### config.mk
export PLATFORM = sky130hd
export DESIGN_NAME = nested_keyvalue_lexer
export DESIGN_NICKNAME = d
export VERILOG_FILES = /design/src/hdl/nkvl_pkg.sv /design/src/hdl/nested_keyvalue_lexer.sv
export SDC_FILE = /design/constraint.sdc
export NUM_CORES = 1
export LEC_CHECK = 0
export ABC_AREA = 1
export BUFFER_PORTS_ARGS = -buffer_cell sky130_fd_sc_hd__clkbuf_2
export CORE_UTILIZATION = 65
export CTS_CLUSTER_SIZE = 10
export DETAILED_ROUTE_END_ITERATION = 10
export PLACE_DENSITY = 0.92
export SKIP_LAST_GASP = 1
export SLEW_MARGIN = 20
export SYNTH_ARGS = -nofsm -noshare
export SYNTH_HDL_FRONTEND = slang
export SYNTH_SLANG_ARGS = --single-unit
### constraint.sdc
create_clock -name aclk -period 4.56 [get_ports aclk]
set_input_delay 0 -clock aclk [delete_from_list [all_inputs] [get_ports aclk]]
set_output_delay 0 -clock aclk [all_outputs]
set_load 0.05 [all_outputs]
### src/hdl/nkvl_pkg.sv
// Shared codes, character classes and the whitespace-state decoder
// for the nested key/value lexer. No dependencies.
package nkvl_pkg;

    localparam int LINE_BITS_DEF  = 20;
    localparam int DEPTH_BITS_DEF = 8;
    localparam logic [7:0] MAX_DEPTH_RST = 8'd255;

    // lexer modes
    localparam logic [2:0] M_WS      = 3'd0;
    localparam logic [2:0] M_COMMENT = 3'd1;
    localparam logic [2:0] M_NAME    = 3'd2;
    localparam logic [2:0] M_STRING  = 3'd3;
    localparam logic [2:0] M_ESCAPE  = 3'd4;
    localparam logic [2:0] M_NUMBER  = 3'd5;
    localparam logic [2:0] M_ERROR   = 3'd6;
    localparam logic [2:0] M_END     = 3'd7;

    // event codes
    localparam logic [3:0] EV_NONE       = 4'd0;
    localparam logic [3:0] EV_NAME_FIRST = 4'd1;
    localparam logic [3:0] EV_NAME_CHAR  = 4'd2;
    localparam logic [3:0] EV_NAME_END   = 4'd3;
    localparam logic [3:0] EV_STR_OPEN   = 4'd4;
    localparam logic [3:0] EV_STR_CHAR   = 4'd5;
    localparam logic [3:0] EV_STR_CLOSE  = 4'd6;
    localparam logic [3:0] EV_NUM_FIRST  = 4'd7;
    localparam logic [3:0] EV_NUM_CHAR   = 4'd8;
    localparam logic [3:0] EV_NUM_END    = 4'd9;
    localparam logic [3:0] EV_OPEN       = 4'd10;
    localparam logic [3:0] EV_CLOSE      = 4'd11;
    localparam logic [3:0] EV_DONE       = 4'd12;
    localparam logic [3:0] EV_ERROR      = 4'd13;

    // error kinds
    localparam logic [2:0] ER_NONE   = 3'd0;
    localparam logic [2:0] ER_CHAR   = 3'd1;
    localparam logic [2:0] ER_END    = 3'd2;
    localparam logic [2:0] ER_CLOSE  = 3'd3;
    localparam logic [2:0] ER_ESCAPE = 3'd4;
    localparam logic [2:0] ER_DEEP   = 3'd5;

    // characters
    localparam logic [7:0] CH_HASH   = 8'h23;
    localparam logic [7:0] CH_LBRACE = 8'h7B;
    localparam logic [7:0] CH_RBRACE = 8'h7D;
    localparam logic [7:0] CH_BSLASH = 8'h5C;
    localparam logic [7:0] CH_CR     = 8'h0D;
    localparam logic [7:0] CH_LF     = 8'h0A;
    localparam logic [7:0] CH_TAB    = 8'h09;
    localparam logic [7:0] CH_UNDER  = 8'h5F;
    localparam logic [7:0] CH_QUOTE  = 8'h22;
    localparam logic [7:0] CH_PLUS   = 8'h2B;
    localparam logic [7:0] CH_MINUS  = 8'h2D;
    localparam logic [7:0] CH_DOT    = 8'h2E;
    localparam logic [7:0] CH_SPACE  = 8'h20;
    localparam logic [7:0] CH_LOW_T  = 8'h74;
    localparam logic [7:0] CH_LOW_R  = 8'h72;
    localparam logic [7:0] CH_LOW_N  = 8'h6E;
    localparam logic [7:0] CH_LOW_X  = 8'h78;
    localparam logic [7:0] CH_LOW_E  = 8'h65;
    localparam logic [7:0] CH_UP_E   = 8'h45;

    typedef struct packed {
        logic [3:0] ev;
        logic [7:0] data;
        logic [2:0] err;
        logic [2:0] mode;
        logic       inc;
        logic       dec;
    } ws_res_t;

    function automatic logic is_alpha(input logic [7:0] c);
        return (c >= 8'h61 && c <= 8'h7A) || (c >= 8'h41 && c <= 8'h5A);
    endfunction

    function automatic logic is_digit(input logic [7:0] c);
        return c >= 8'h30 && c <= 8'h39;
    endfunction

    function automatic logic is_space(input logic [7:0] c);
        return c == CH_SPACE || (c >= CH_TAB && c <= CH_CR);
    endfunction

    function automatic logic is_xdigit(input logic [7:0] c);
        return is_digit(c) || (c >= 8'h61 && c <= 8'h66) || (c >= 8'h41 && c <= 8'h46);
    endfunction

    function automatic logic is_print(input logic [7:0] c);
        return c >= 8'h20 && c <= 8'h7E;
    endfunction

    // Decode one character (or end mark) in whitespace mode.
    function automatic ws_res_t lex_ws(input logic [7:0] c, input logic eof,
                                       input logic dep_zero, input logic at_limit);
        ws_res_t r;
        r = '{ev: EV_NONE, data: 8'd0, err: ER_NONE, mode: M_WS, inc: 1'b0, dec: 1'b0};
        if (eof) begin
            if (dep_zero) begin
                r.ev = EV_DONE;
                r.mode = M_END;
            end else begin
                r.ev = EV_ERROR;
                r.err = ER_END;
                r.mode = M_ERROR;
            end
        end else if (c == CH_HASH) begin
            r.mode = M_COMMENT;
        end else if (is_alpha(c) || c == CH_UNDER) begin
            r.ev = EV_NAME_FIRST;
            r.data = c;
            r.mode = M_NAME;
        end else if (c == CH_PLUS || c == CH_MINUS || c == CH_DOT || is_digit(c)) begin
            r.ev = EV_NUM_FIRST;
            r.data = c;
            r.mode = M_NUMBER;
        end else if (c == CH_QUOTE) begin
            r.ev = EV_STR_OPEN;
            r.mode = M_STRING;
        end else if (c == CH_LBRACE) begin
            if (at_limit) begin
                r.ev = EV_ERROR;
                r.err = ER_DEEP;
                r.mode = M_ERROR;
            end else begin
                r.ev = EV_OPEN;
                r.inc = 1'b1;
            end
        end else if (c == CH_RBRACE) begin
            if (!dep_zero) begin
                r.ev = EV_CLOSE;
                r.dec = 1'b1;
            end else begin
                r.ev = EV_ERROR;
                r.err = ER_CLOSE;
                r.mode = M_ERROR;
            end
        end else if (!is_space(c)) begin
            r.ev = EV_ERROR;
            r.err = ER_CHAR;
            r.mode = M_ERROR;
        end
        return r;
    endfunction

endpackage

### src/hdl/nested_keyvalue_lexer.sv
// Nested key/value text lexer, top level.
// Depends on nkvl_pkg.
//
// Usage:
//  - s_ channel: one transfer per input byte. s_tdata holds ch, s_tuser
//    holds end_of_input (ch is ignored when it is set).
//  - m_ channel: token events. s_tdata byte -> one or two result transfers;
//    m_tlast marks the final result of each input byte.
//  - cfg_we/cfg_wdata write max_depth; write only while the block is idle.
//  - A byte is decoded straight out of the input register; its results are
//    registered in the result register, which drives m_.
//  - Throughput: one byte per cycle while m_tready is high. A byte that ends
//    a name or a number yields two results and holds the result register
//    until the second one is taken, which also slows the rate.
//  - Stall: while m_tready is low, results hold and the input register can
//    still take one more byte before s_tready drops.
//  - Reset (aresetn low, synchronous): both registers empty, whitespace
//    mode, depth 0, line 1, max_depth 255. No clearing pass.
//  - After done or an error every further byte repeats that same result.
module nested_keyvalue_lexer #(
    parameter int LINE_BITS  = nkvl_pkg::LINE_BITS_DEF,
    parameter int DEPTH_BITS = nkvl_pkg::DEPTH_BITS_DEF,
    localparam int OUT_BITS  = 23 + LINE_BITS,
    localparam int OUT_W     = ((OUT_BITS + 7) / 8) * 8
) (
    input  logic             aclk,
    input  logic             aresetn,
    // input channel
    input  logic             s_tvalid,
    output logic             s_tready,
    input  logic [7:0]       s_tdata,   // [7:0] ch
    input  logic             s_tuser,   // [0] end_of_input
    // result channel
    output logic             m_tvalid,
    input  logic             m_tready,
    // [3:0] event_res, [11:4] data_byte, [14:12] error_kind,
    // [14+LINE_BITS:15] line_number, next 8 bits depth, rest zero
    output logic [OUT_W-1:0] m_tdata,
    output logic             m_tlast,   // last
    // configuration
    input  logic             cfg_we,
    input  logic [7:0]       cfg_wdata  // max_depth
);

    localparam int LIM_W = (DEPTH_BITS > 8) ? DEPTH_BITS : 8;
    localparam logic [LINE_BITS-1:0] LINE_TOP = {LINE_BITS{1'b1}};

    // input register
    logic                  in_valid_reg;
    logic [7:0]            in_ch_reg;
    logic                  in_eof_reg;

    // lexer state
    logic [2:0]            mode_reg, mode_next;
    logic [DEPTH_BITS-1:0] depth_reg, depth_next;
    logic [LINE_BITS-1:0]  line_reg, line_next;
    logic                  prev_cr_reg, prev_cr_next;
    logic [2:0]            err_reg;
    logic [7:0]            max_depth_reg;

    // result register: slot 0 on the bus, slot 1 waiting
    logic [1:0]            cnt_reg;
    logic [OUT_W-1:0]      slot0_reg, slot1_reg;
    logic                  last0_reg;

    logic                  out_free, advance, two;
    logic [7:0]            c;
    logic [LINE_BITS-1:0]  line_after;
    logic [LIM_W-1:0]      limit;
    logic                  at_limit;
    logic [DEPTH_BITS-1:0] ws_depth;
    nkvl_pkg::ws_res_t     ws;

    logic [3:0]            r0_ev, r1_ev;
    logic [7:0]            r0_data, r1_data;
    logic [2:0]            r0_err, r1_err;
    logic [LINE_BITS-1:0]  r0_line;
    logic [DEPTH_BITS-1:0] r0_dep;
    logic [OUT_W-1:0]      r0_pk, r1_pk;

    assign out_free = (cnt_reg == 2'd0) || (cnt_reg == 2'd1 && m_tready);
    assign advance  = in_valid_reg && out_free;
    assign s_tready = !in_valid_reg || advance;

    assign m_tvalid = (cnt_reg != 2'd0);
    assign m_tdata  = slot0_reg;
    assign m_tlast  = last0_reg;

    // overflow limit: the smaller of max_depth and the counter top
    always_comb begin
        limit = (LIM_W'(max_depth_reg) < LIM_W'({DEPTH_BITS{1'b1}}))
              ? LIM_W'(max_depth_reg) : LIM_W'({DEPTH_BITS{1'b1}});
        at_limit = LIM_W'(depth_reg) >= limit;
    end

    always_comb begin
        c = (in_ch_reg == nkvl_pkg::CH_CR) ? nkvl_pkg::CH_LF : in_ch_reg;
        line_after = (!in_eof_reg && c == nkvl_pkg::CH_LF && line_reg != LINE_TOP)
                   ? line_reg + LINE_BITS'(1) : line_reg;
        ws = nkvl_pkg::lex_ws(c, in_eof_reg, depth_reg == '0, at_limit);
        ws_depth = ws.inc ? depth_reg + DEPTH_BITS'(1)
                 : ws.dec ? depth_reg - DEPTH_BITS'(1) : depth_reg;

        mode_next    = mode_reg;
        depth_next   = depth_reg;
        line_next    = line_reg;
        prev_cr_next = prev_cr_reg;
        two          = 1'b0;
        r0_ev   = nkvl_pkg::EV_NONE;
        r0_data = 8'd0;
        r0_err  = nkvl_pkg::ER_NONE;
        r0_line = line_reg;
        r0_dep  = depth_reg;
        r1_ev   = ws.ev;
        r1_data = ws.data;
        r1_err  = ws.err;

        if (mode_reg == nkvl_pkg::M_ERROR) begin
            r0_ev  = nkvl_pkg::EV_ERROR;
            r0_err = err_reg;
        end else if (mode_reg == nkvl_pkg::M_END) begin
            r0_ev = nkvl_pkg::EV_DONE;
        end else if (!in_eof_reg && prev_cr_reg && in_ch_reg == nkvl_pkg::CH_LF) begin
            // LF of a CRLF pair: already counted
            prev_cr_next = 1'b0;
        end else begin
            prev_cr_next = !in_eof_reg && in_ch_reg == nkvl_pkg::CH_CR;
            line_next    = line_after;
            r0_line      = line_after;
            unique case (mode_reg)
                nkvl_pkg::M_COMMENT: begin
                    if (in_eof_reg) begin
                        r0_ev = ws.ev;
                        r0_err = ws.err;
                        mode_next = ws.mode;
                    end else if (c == nkvl_pkg::CH_LF) begin
                        mode_next = nkvl_pkg::M_WS;
                    end
                end
                nkvl_pkg::M_NAME: begin
                    if (in_eof_reg) begin
                        r0_ev = nkvl_pkg::EV_ERROR;
                        r0_err = nkvl_pkg::ER_END;
                        mode_next = nkvl_pkg::M_ERROR;
                    end else if (c == nkvl_pkg::CH_UNDER || nkvl_pkg::is_alpha(c)
                                 || nkvl_pkg::is_digit(c)) begin
                        r0_ev = nkvl_pkg::EV_NAME_CHAR;
                        r0_data = c;
                    end else if (nkvl_pkg::is_space(c) || c == nkvl_pkg::CH_LBRACE
                                 || c == nkvl_pkg::CH_RBRACE) begin
                        two = 1'b1;
                        r0_ev = nkvl_pkg::EV_NAME_END;
                        r0_line = line_reg;
                        mode_next = ws.mode;
                        depth_next = ws_depth;
                    end else begin
                        r0_ev = nkvl_pkg::EV_ERROR;
                        r0_err = nkvl_pkg::ER_CHAR;
                        mode_next = nkvl_pkg::M_ERROR;
                    end
                end
                nkvl_pkg::M_NUMBER: begin
                    if (!in_eof_reg && (nkvl_pkg::is_xdigit(c) || c == nkvl_pkg::CH_LOW_X
                        || c == nkvl_pkg::CH_DOT || c == nkvl_pkg::CH_LOW_E
                        || c == nkvl_pkg::CH_UP_E || c == nkvl_pkg::CH_PLUS
                        || c == nkvl_pkg::CH_MINUS)) begin
                        r0_ev = nkvl_pkg::EV_NUM_CHAR;
                        r0_data = c;
                    end else if (in_eof_reg || nkvl_pkg::is_space(c)
                                 || c == nkvl_pkg::CH_LBRACE
                                 || c == nkvl_pkg::CH_RBRACE) begin
                        two = 1'b1;
                        r0_ev = nkvl_pkg::EV_NUM_END;
                        r0_line = line_reg;
                        mode_next = ws.mode;
                        depth_next = ws_depth;
                    end else begin
                        r0_ev = nkvl_pkg::EV_ERROR;
                        r0_err = nkvl_pkg::ER_CHAR;
                        mode_next = nkvl_pkg::M_ERROR;
                    end
                end
                nkvl_pkg::M_STRING: begin
                    if (in_eof_reg) begin
                        r0_ev = nkvl_pkg::EV_ERROR;
                        r0_err = nkvl_pkg::ER_END;
                        mode_next = nkvl_pkg::M_ERROR;
                    end else if (c == nkvl_pkg::CH_BSLASH) begin
                        mode_next = nkvl_pkg::M_ESCAPE;
                    end else if (c == nkvl_pkg::CH_QUOTE) begin
                        r0_ev = nkvl_pkg::EV_STR_CLOSE;
                        mode_next = nkvl_pkg::M_WS;
                    end else if (nkvl_pkg::is_print(c)) begin
                        r0_ev = nkvl_pkg::EV_STR_CHAR;
                        r0_data = c;
                    end else begin
                        r0_ev = nkvl_pkg::EV_ERROR;
                        r0_err = nkvl_pkg::ER_CHAR;
                        mode_next = nkvl_pkg::M_ERROR;
                    end
                end
                nkvl_pkg::M_ESCAPE: begin
                    r0_ev = nkvl_pkg::EV_STR_CHAR;
                    mode_next = nkvl_pkg::M_STRING;
                    if (in_eof_reg) begin
                        r0_ev = nkvl_pkg::EV_ERROR;
                        r0_err = nkvl_pkg::ER_ESCAPE;
                        mode_next = nkvl_pkg::M_ERROR;
                    end else if (c == nkvl_pkg::CH_LOW_T) begin
                        r0_data = nkvl_pkg::CH_TAB;
                    end else if (c == nkvl_pkg::CH_LOW_R) begin
                        r0_data = nkvl_pkg::CH_CR;
                    end else if (c == nkvl_pkg::CH_LOW_N) begin
                        r0_data = nkvl_pkg::CH_LF;
                    end else if (c == nkvl_pkg::CH_QUOTE || c == nkvl_pkg::CH_BSLASH) begin
                        r0_data = c;
                    end else begin
                        r0_ev = nkvl_pkg::EV_ERROR;
                        r0_err = nkvl_pkg::ER_ESCAPE;
                        mode_next = nkvl_pkg::M_ERROR;
                    end
                end
                default: begin
                    // whitespace mode
                    r0_ev = ws.ev;
                    r0_data = ws.data;
                    r0_err = ws.err;
                    r0_dep = ws_depth;
                    mode_next = ws.mode;
                    depth_next = ws_depth;
                end
            endcase
        end
    end

    // pack results onto the bus layout
    always_comb begin
        r0_pk = '0;
        r0_pk[3:0]   = r0_ev;
        r0_pk[11:4]  = r0_data;
        r0_pk[14:12] = r0_err;
        r0_pk[15 +: LINE_BITS] = r0_line;
        r0_pk[15 + LINE_BITS +: 8] = 8'(r0_dep);
        r1_pk = '0;
        r1_pk[3:0]   = r1_ev;
        r1_pk[11:4]  = r1_data;
        r1_pk[14:12] = r1_err;
        r1_pk[15 +: LINE_BITS] = line_after;
        r1_pk[15 + LINE_BITS +: 8] = 8'(ws_depth);
    end

    always_ff @(posedge aclk) begin
        if (!aresetn) begin
            in_valid_reg  <= 1'b0;
            cnt_reg       <= 2'd0;
            mode_reg      <= nkvl_pkg::M_WS;
            depth_reg     <= '0;
            line_reg      <= LINE_BITS'(1);
            prev_cr_reg   <= 1'b0;
            err_reg       <= nkvl_pkg::ER_NONE;
            max_depth_reg <= nkvl_pkg::MAX_DEPTH_RST;
        end else begin
            if (cfg_we) begin
                max_depth_reg <= cfg_wdata;
            end

            if (s_tvalid && s_tready) begin
                in_valid_reg <= 1'b1;
            end else if (advance) begin
                in_valid_reg <= 1'b0;
            end

            if (advance) begin
                cnt_reg     <= two ? 2'd2 : 2'd1;
                mode_reg    <= mode_next;
                depth_reg   <= depth_next;
                line_reg    <= line_next;
                prev_cr_reg <= prev_cr_next;
                if (two && r1_ev == nkvl_pkg::EV_ERROR) begin
                    err_reg <= r1_err;
                end else if (!two && r0_ev == nkvl_pkg::EV_ERROR) begin
                    err_reg <= r0_err;
                end
            end else if (m_tvalid && m_tready) begin
                cnt_reg <= cnt_reg - 2'd1;
            end
        end
    end

    // payload registers
    always_ff @(posedge aclk) begin
        if (s_tvalid && s_tready) begin
            in_ch_reg  <= s_tdata;
            in_eof_reg <= s_tuser;
        end
        if (advance) begin
            slot0_reg <= r0_pk;
            last0_reg <= !two;
            slot1_reg <= r1_pk;
        end else if (m_tvalid && m_tready && cnt_reg == 2'd2) begin
            slot0_reg <= slot1_reg;
            last0_reg <= 1'b1;
        end
    end

endmodule

==> summary.txt <==
Drt
  – DR WL/cell: 16.7 um
  – First-pass iteration count of the detailed router: 6
  – Routed Wire Length: 21,800 um
  – First DRT Iteration DRCs: 931
  – Vias per cell: 5.89
  – DRC: 0
  – Via count: 7,693
  – Remaining antenna violation count after routing: 0

GRT
  – Gr ovfl total: 0
  – Vias in the first global route: 7,401
  – Initial antenna violation count: 0
  – Largest net degree at the start of global routing: 69
  – First-pass GRT wire length: 35,100 um
  – Tot GR Track Use: 0.349

Synth
  – Main flop type after synthesis: edfxtp_1
  – XOR/XNOR Fraction of Synth Area: 0.0276
  – Synth area leader: edfxtp_1
  – Share of the synthesized area in the top cell type: 0.353
  – Netlist cell types: 46
  – Post-Synth Simple-Gate Area: 0.240
  – Largest family of logic cells by synthesized area: simple AND/OR/NAND/NOR gates
  – Share of flip-flops with an asynchronous set or reset: 0
  – Most area-consuming cells after synthesis: edfxtp_1 35%, dfxtp_1 11%, nand2_1 9.7%
  – Synth Area in Compound Gates: 0.159
  – Yosys Warn Count: 0
  – Synth Area in Adders: 0.0215
  – Post-synthesis mux area share: 0
  – Cells after Synth: 1,036
  – FF+latch count, synth: 142
  – EDFF count, synth: 96
  – Syn avg cell area: 7.88 um^2
  – Seq/Total Area, Yosys: 0.466
  – Mapped Area: 8160 um^2

Power and ir drop
  – Max VDD drop: 0.250 mV
  – Post-route total power: 4.69 mW
  – Pleak: 4.19 nW
  – PwrDens: 494 nW/um^2

STA
  – Relative slew slack: 0.362
  – Final period util: 0.717
  – Final setup viols: 0
  – Worst-margin pin slew: 0.953 ns
  – Fin crit period: 3.27 ns
  – Hold_ws: 0.113 ns
  – RSZ-0062 raised after global routing: false
  – Setup_tns: 0 ns
  – Worst Clk Skew: 0.00960 ns
  – Final Hold Viols: 0
  – Fmax achieved: 306 MHz
  – Final Max Tran Viols: 0

Final layout
  – Nets@finish: 1,162
  – Final instance area: 9490 um^2
  – Commonest non-fill, non-tap cell in the layout: nand2_1
  – Layout cells sized above 1: 0.126
  – Fillers: 848
  – Most frequent cells in the layout: 210 x nand2_1, 122 x nor2_1, 118 x inv_1, 96 x edfxtp_1, 83 x o21ai_0
  – FF+latch area: 3800 um^2
  – Multi-input gate area: 3700 um^2
  – ANT cells: 0
  – Synthesis-to-finish area growth: 16.2%

Setup path
  – Worst EP arrival: 3.59 ns
  – Setup CP Type: flip-flop to flip-flop
  – Worst EP required: 4.88 ns
  – Crit. End Element: flip-flop
  – Crit path max fanout: 27
  – Crit path launch type: flip-flop

Place
  – Placed Area: 8590 um^2
  – Final RePlAce weighted congestion: 0.992
  – IO Port Bufs: 67
  – DPL Wire Length: 14,500 um

Clock tree
  – Clk root buf: clkbuf_16
  – CTS H-tree depth: 4
  – TritonCTS clock tree: yes
  – Cts repair resizes: 0
  – Skew-Pair Late Insertion Delay: 0.43 ns
  – Clock tree sinks: 142
  – Reg clk slew, reported paths: 0.06 ns
  – Clock Path Buffers: 2
  – CTS buffer count: 17

Worst hold path
  – Hold WC Path Type: input port to flip-flop

Floorplan
  – I/O pin total: 73
  – Core area: 12,100 um^2
  – Starting Density: 0.674
  – Num rows: 40
  – Die Y: 114 um
  – Area of the die: 13,000 um^2
  – Die width: 114 um

Job
  – Max cap viols: 0

Status
  – Outcome: finished, final reports clean
[worst paths after layout]
| kind | from | end | slack [ns] | cells after the start |
|---|---|---|---|---|
| max | in_ch_reg[7] | err_reg[2] | 1.29 | 16 |
| min | m_tready | cnt_reg[0] | 0.11 | 5 |
| max reg2reg | in_ch_reg[7] | err_reg[2] | 1.29 | 16 |
| min reg2reg | err_reg[1] | err_reg[1] | 0.50 | 2 |
[per-layer routing]
metal / track usage / routed length (um)
met1: 0.427 / 8610
met2: 0.587 / 10500
met3: 0.0678 / 1800
met4: 0.184 / 917
met5: 0 / 0
[per-stage QoR]
| step | instances | worst slack [ns] | utilization |
|---|---|---|---|
| 3_5_place_dp | 1241 | 1.36 | 0.709 |
| 3_3_place_gp | 1241 | 1.51 | 0.709 |
| 6_report | 1307 | 1.29 | 0.783 |
| 5_1_grt | 1307 | 1.02 | 0.783 |
| 4_1_cts | 1307 | 1.33 | 0.783 |
| 2_1_floorplan | 1041 | 1.74 | - |
[area by class of cell]
type / count / area share
multi-input combinational: 724 / 0.390
tap: 168 / 0.0222
timing repair buffer: 106 / 0.0752
clock buffer: 27 / 0.0553
inverter: 135 / 0.0537
clock inverter: 5 / 0.00317
sequential: 142 / 0.401
[cell families after synthesis]
logic type | count (synthesis)
compound gates | 233
xor+xnor | 24
fa+ha+maj | 14
buf+inv | 175
flops | 142
other cells | 1
simple gates | 447
[repair_timing]
action,in CTS,in global routing
endpoints found under the hold margin,18,0
hold buffers,34,0
setup buffers,0,0
[cell usage after synthesis (4+ instances only)]
| cell | number |
|---|---|
| a211oi_1 | 14 |
| a21oi_1 | 75 |
| a22o_1 | 4 |
| a31oi_1 | 9 |
| buf_2 | 4 |
| buf_4 | 8 |
| clkbuf_1 | 26 |
| dfxtp_1 | 46 |
| edfxtp_1 | 96 |
| ha_1 | 14 |
| inv_1 | 118 |
| inv_2 | 14 |
| nand2_1 | 211 |
| nand2_2 | 5 |
| nand3_1 | 46 |
| nand4_1 | 23 |
| nor2_1 | 122 |
| nor2_2 | 4 |
| nor2_4 | 4 |
| nor3_1 | 13 |
| nor4_1 | 7 |
| o211ai_1 | 7 |
| o21ai_0 | 83 |
| o21ai_1 | 23 |
| o31ai_1 | 7 |
| xor2_1 | 22 |
[critical path, cell delays in order, from the launching register on]
cell	delay, ns
edfxtp_1	0.44
inv_2	0.12
nand2_1	0.10
nor2_2	0.19
nand2_2	0.16
nor2_1	0.25
nor3_2	0.12
inv_2	0.09
nand3_1	0.08
nand2_2	0.46
inv_2	0.18
nor2_2	0.23
nand4_1	0.22
nand2_1	0.23
nand3_1	0.11
nand2_1	0.11
nor2_1	0.05
[power breakdown]
| part | internal, mW | switching (mW) | total, mW | leakage, nW |
|---|---|---|---|---|
| sequential | 1.66 | 0.147 | 1.81 | 1.28 |
| clock | 0.785 | 0.511 | 1.30 | 0.277 |
| combinational | 0.420 | 1.16 | 1.58 | 2.63 |
Power figures use the tool's default switching activity.
